--- config.mk ---
export PLATFORM = sky130hd
export DESIGN_NAME = oct_lane
export DESIGN_NICKNAME = d
export VERILOG_FILES = /design/src/hdl/oct_pkg.sv /design/src/hdl/oct_lane.sv
export SDC_FILE = /design/constraint.sdc
export NUM_CORES = 2
export LEC_CHECK = 0
export ABC_AREA = 0
export BUFFER_PORTS_ARGS = -buffer_cell sky130_fd_sc_hd__buf_4
export CORE_AREA = 5 5 407 409
export DETAILED_ROUTE_END_ITERATION = 7
export DIE_AREA = 0 0 412 414
export GPL_ROUTABILITY_DRIVEN = 0
export PLACE_DENSITY_LB_ADDON = 0.08
export SKIP_CTS_REPAIR_TIMING = 1
export SLEW_MARGIN = 20
export SYNTH_ARGS = -nofsm -noshare
export SYNTH_HDL_FRONTEND = slang
export SYNTH_SLANG_ARGS = --single-unit
--- constraint.sdc ---
create_clock -name clk -period 7.9 [get_ports clk]
set_input_delay 0.395 -clock clk [delete_from_list [all_inputs] [get_ports clk]]
set_output_delay 0.395 -clock clk [all_outputs]
set_load 0.1 [all_outputs]
--- src/hdl/oct_pkg.sv ---
`default_nettype none

package oct_pkg;

	localparam int SAMPLE_BITS    = 24;
	localparam int COEF_FRAC_BITS = 16;
	localparam int COEF_BITS      = COEF_FRAC_BITS + 2;
	// sum of four samples needs two extra bits
	localparam int OPD_BITS       = SAMPLE_BITS + 2;
	localparam int PROD_BITS      = OPD_BITS + COEF_BITS;
	localparam int ACC_BITS       = PROD_BITS + 2;
	localparam int RND_BITS       = ACC_BITS - COEF_FRAC_BITS;
	localparam int NUM_TERMS      = 3;
	localparam int NUM_LANES      = 4;

	typedef logic signed [COEF_BITS-1:0] coef_t;
	typedef logic signed [OPD_BITS-1:0]  opd_t;
	typedef logic signed [PROD_BITS-1:0] prod_t;
	typedef logic signed [ACC_BITS-1:0]  acc_t;
	typedef logic signed [RND_BITS-1:0]  rnd_t;
	typedef logic signed [SAMPLE_BITS-1:0] sample_t;

	// round(2^16 / sqrt(n)) and friends
	localparam coef_t K2    = 18'sd46341;
	localparam coef_t K2N   = -18'sd46341;
	localparam coef_t K3    = 18'sd37837;
	localparam coef_t K6    = 18'sd26755;
	localparam coef_t K6X2N = -18'sd53510;
	localparam coef_t KH    = 18'sd32768;
	localparam coef_t KONE  = 18'sd65536;

	localparam acc_t RND_HALF = acc_t'(2 ** (COEF_FRAC_BITS - 1));
	localparam rnd_t SAT_MAX  = rnd_t'(2 ** (SAMPLE_BITS - 1) - 1);
	localparam rnd_t SAT_MIN  = rnd_t'(-(2 ** (SAMPLE_BITS - 1)));

	localparam logic [1:0] REG_DIRECTION    = 2'd0;
	localparam logic [1:0] REG_CHANNEL_MODE = 2'd1;

	localparam logic       DIR_FWD     = 1'b0;
	localparam logic [1:0] MODE_THREE  = 2'd1;
	localparam logic [1:0] MODE_FOUR   = 2'd2;

	typedef enum logic [2:0] {
		OP_PASS,
		OP_FWD3,
		OP_INV3,
		OP_FWD4,
		OP_INV4
	} op_t;

	typedef struct packed {
		coef_t coef;
		opd_t  opd;
	} term_t;

	typedef term_t [NUM_TERMS-1:0] lane_terms_t;

endpackage

`default_nettype wire

--- src/hdl/oct_lane.sv ---
`default_nettype none

module oct_lane (
	input  wire logic                clk,
	input  wire oct_pkg::lane_terms_t terms,
	output oct_pkg::sample_t         res_s5
);
	import oct_pkg::*;

	prod_t prod_s3 [NUM_TERMS];
	rnd_t  rnd_s4;
	acc_t  acc;

	always_ff @(posedge clk) begin
		for (int i = 0; i < NUM_TERMS; i++) begin
			prod_s3[i] <= terms[i].coef * terms[i].opd;
		end
	end

	// round half up, then floor via the part-select
	always_comb begin
		acc = RND_HALF;
		for (int i = 0; i < NUM_TERMS; i++) begin
			acc = acc + acc_t'(prod_s3[i]);
		end
	end

	always_ff @(posedge clk) begin
		rnd_s4 <= acc[ACC_BITS-1:COEF_FRAC_BITS];
	end

	always_ff @(posedge clk) begin
		if (rnd_s4 > SAT_MAX) begin
			res_s5 <= SAT_MAX[SAMPLE_BITS-1:0];
		end else if (rnd_s4 < SAT_MIN) begin
			res_s5 <= SAT_MIN[SAMPLE_BITS-1:0];
		end else begin
			res_s5 <= rnd_s4[SAMPLE_BITS-1:0];
		end
	end

endmodule

`default_nettype wire

Word-level counts from Yosys, hierarchy flattened
Memories as Yosys holds them, arrays and structs flattened. Cells that the tools add are included.

Memories: 1. Bits of input ports: 133. Output and inout port bits: 24. Register bits: 54. Logic and storage cells: 12. RAM bits: 132.

Memories: prod_s3 (depth 3, width 44, rd ports 3, clocked after memory_dff 0, write ports 3, RTL line oct_lane.sv:10) `prod_t prod_s3 [NUM_TERMS];`.

$mul: 3. Multiplexer cells: 1. Order comparisons: 2. $add $sub $neg: 3.

Operators with widths (number): multiplier 18 x 26 -> 44 bit (3); adder 45 x 44 -> 46 bit (1); adder 46 x 44 -> 46 bit (1); adder 17 x 44 -> 45 bit, first input constant (1); > comparator 30 x 24 -> 1 bit, second input constant (1); < comparator 30 x 24 -> 1 bit, second input constant (1); two-way mux 24 bit (1).

Logic depth before layout (Yosys ltp)
Depth after elaboration: 3. Gate-level depth with buffers: 26. Depth with buffers taken out: 24.

Worst setup path after synthesis
OpenSTA, ideal clock, no wires.

Kind: input -> register. From: input port terms[16] in the netlist's numbering. To: memory prod_s3[0][36] in the netlist's numbering. Data arrival time: 6439 ps. Path buffers: 2. Path slack: 1388 ps. Required time: 7828 ps. Setup time: 72 ps. Stages on the path: 25. Path through: clkbuf_1 -> clkbuf_1 -> nand2_1 -> fa_1 -> inv_1 -> fa_1 -> inv_1 -> fa_1 -> fa_1 -> inv_1 -> fa_1 -> inv_1 -> fa_1 -> inv_1 -> ha_1 -> a21o_1 -> a21o_1 -> a31o_1 -> and4bb_1 -> o31ai_1 -> or4_1 -> a41o_1 -> a21o_1 -> a21oi_2 -> xnor2_1.

RTL lines: start, declared (RTL line oct_lane.sv:5) `input wire oct_pkg::lane_terms_t terms,`; end, declared (RTL line oct_lane.sv:10).

==> results.yml <==
die:
  core-area_sq_mm: 0.162
  dieHeight_um: 414
  num_rows: 148
  die_area_sq_mm: 0.171
  initial_core_util_pct: 34.7
  dieWidth_um: 412
  num_io_pins: 157
final_layout:
  multi_input_area_sq_mm: 0.0454
  seq_area_sq_mm: 0.00372
  area.growth.synth_to_final_pct: 6.55
  drive_gt1_share_pct: 3.67
  fin_cells: 8201
  nets: 7970
  final_util_pct: 36.9
  fill_cells: 16674
drt:
  drc_errors: 0
  antenna_left: 0
  post_drt_wl_per_cell_um: 18.8
  totalWireLength_um: 154000
  vias_per_cell: 4.64
  routed-via-count: 38036
  drt-initial-drc-count: 1744
  drtPass1Iterations: 5
run_status:
  status: "complete, no violations"
sta:
  max_clock_freq_ghz: 0.152
  tns_ns: 0
  tightest_slew_ns: 0.765
  finalHoldViolCount: 0
  slew_viol_final: 0
  rsz0062_at_grt: "false"
  max_slew_margin_pct: 48.4
  skew_ns: 0.0194
  fin_crit_ns: 6.56
  setup_viol: 0
  finalCritPeriodShare_pct: 83.1
logic_synthesis:
  synth-edff-count: 0
  synthCells: 6069
  ys.flop_type: "dfxtp_1"
  async_reset_ff_share_pct: 0
  synth_area_sq_mm: 0.0560
  avgSynthCellArea_sq_um: 9.23
  syn_nets: 8029
  ys_seq_area_share_pct: 6.65
  yosys_warnings: 0
  yosysUniqueCellTypes: 73
  ys_seq_elements: 186
grt:
  grt_max_degree: 27
  grt_pass1_wl_um: 249000
  antenna_found_initial: 5
  grt-ovfl-total: 0
  grt_pass1_vias: 42623
  grt_use_total_pct: 18.8
setup_path:
  crit_arrival_ns: 6.99
  cp_data_required_time_ns: 8.33
  r2r_slack_ns: 3.88
  worstSetupPathType: "in -> reg"
  cp_max_fo: 26
  end_kind: "flip-flop"
  critPathLaunchType: "input pin"
  ff2ff_path_depth: 12
clocking:
  cts_tree: "done"
  clk_latency_ns: 0.49
  numCtsBuffers: 17
  cts.clk_slew.worst_paths_ns: 0.09
  cts_max_level: 4
  cts-root-buf: "clkbuf_16"
  numClockSinks: 186
  clockBufferDepth: 2
run:
  drv_cap: 0
placement:
  io_buffers: 156
  place_inst: 8166
  hpwl_um: 128000
hold_path:
  min_delay_path_depth: 2
  hold_path_class: "in -> reg"
[logic make-up (layout without fill, tap and decap cells)]
| logic type | after synthesis | after routing | share of synthesized area (%) |
|---|---|---|---|
| flops | 186 | 186 | 6.65 |
| other cells | 0 | 3 | 0 |
| xor+xnor | 157 | 157 | 2.45 |
| simple gates | 1654 | 1654 | 14.0 |
| buf+inv | 1838 | 1792 | 12.3 |
| compound gates | 407 | 407 | 4.88 |
| fa+ha+maj | 1827 | 1827 | 59.7 |
[per-stage QoR]
step	instance area, sq um	hold slack [ns]	worst slack (ns)
global route	59700	0.352	0.950
detailed placement	59100	0.431	0.808
finish	59700	0.369	1.34
CTS	59700	0.339	1.34
floorplan	56000	0.418	1.39
global placement	59100	0.434	0.822
[worst paths after layout]
| check | start | endpoint |
|---|---|---|
| max | terms[79] | prod_s3[0][85]$_DFF_P_ |
| min | terms[44] | prod_s3[0][44]$_DFF_P_ |
| max reg2reg | prod_s3[0][111]$_DFF_P_ | rnd_s4[28]$_DFF_P_ |
| min reg2reg | rnd_s4[1]$_DFF_P_ | res_s5[1]$_SDFF_PN1_ |
[cell usage after synthesis, types with 5 or more instances]
cell / count / share of area [%]
a211oi_1: 19 / 0.25
xor2_1: 34 / 0.53
nand4_1: 10 / 0.11
dfxtp_1: 186 / 6.6
a21o_1: 68 / 0.91
nor2_1: 122 / 0.82
a31oi_1: 7 / 0.078
ha_1: 413 / 9.2
and2_1: 522 / 5.8
fa_1: 1414 / 51
inv_1: 1596 / 11
nand2_1: 879 / 5.9
nand3_1: 19 / 0.17
nor3_1: 20 / 0.18
nand2b_1: 31 / 0.35
o211ai_1: 6 / 0.080
and3_1: 12 / 0.13
clkbuf_1: 242 / 1.6
o21ai_0: 67 / 0.60
a21oi_2: 5 / 0.078
o21ai_1: 7 / 0.063
o21a_1: 39 / 0.52
a21oi_1: 108 / 0.96
o21bai_1: 22 / 0.29
nor2b_1: 12 / 0.13
or3_1: 5 / 0.056
xnor2_1: 123 / 1.9
[layout by cell type (no fill, tap or decap), drive strengths merged, types with 10 or more instances in the layout]
cell type / count
a21o: 68
a211oi: 23
xnor2: 123
a21oi: 113
nand2b: 31
nand4: 10
o21a: 39
dfxtp: 186
nand2: 879
ha: 413
buf: 164
nor3: 20
xor2: 34
and2: 522
nand3: 19
fa: 1414
nor2b: 12
nor2: 122
inv: 1602
clkbuf: 18
and3: 12
o21bai: 22
o21ai: 75
[worst max-delay path, cell delays in order]
cell and delay [ns]:
buf_4 0.28, nand2_1 0.13, fa_1 0.55, inv_1 0.05, fa_1 0.50, inv_1 0.08, fa_1 0.54, inv_1 0.05
fa_1 0.45, fa_1 0.49, inv_1 0.05, fa_1 0.47, inv_1 0.04, ha_1 0.33, nand3_1 0.11, a211oi_1 0.23
o31a_1 0.26, o21ai_0 0.19, o21ai_0 0.42, a21oi_1 0.23, o21ai_0 0.57, a211oi_1 0.19, o21bai_1 0.19, xor2_1 0.16
[sequential cells by signal, summed over array words and instances (netlist names)]
signal   count
prod_s3    132
res_s5      24
rnd_s4      30
[routing by layer]
layer	wire length [um]	GRT usage, %	vias to the layer above
li1	-	-	17366
met3	3950	1.63	126
met2	78300	33.0	492
met1	68500	25.5	20052
met4	3270	3.96	0
met5	0	0	-
[layout make-up]
cell class / instances / area share (%)
Antenna cell: 3 / 0.0126
Clock buffer: 18 / 0.736
Clock inverter: 14 / 0.291
Inverter: 1596 / 10.0
Multi-Input combinational cell: 4045 / 76.1
Sequential cell: 186 / 6.24
Tap cell: 2175 / 4.56
Timing Repair Buffer: 164 / 2.06
Power is left out: the tool's default activity adds up to more than one toggle a clock period on the data nets, which glitch-free logic cannot reach.
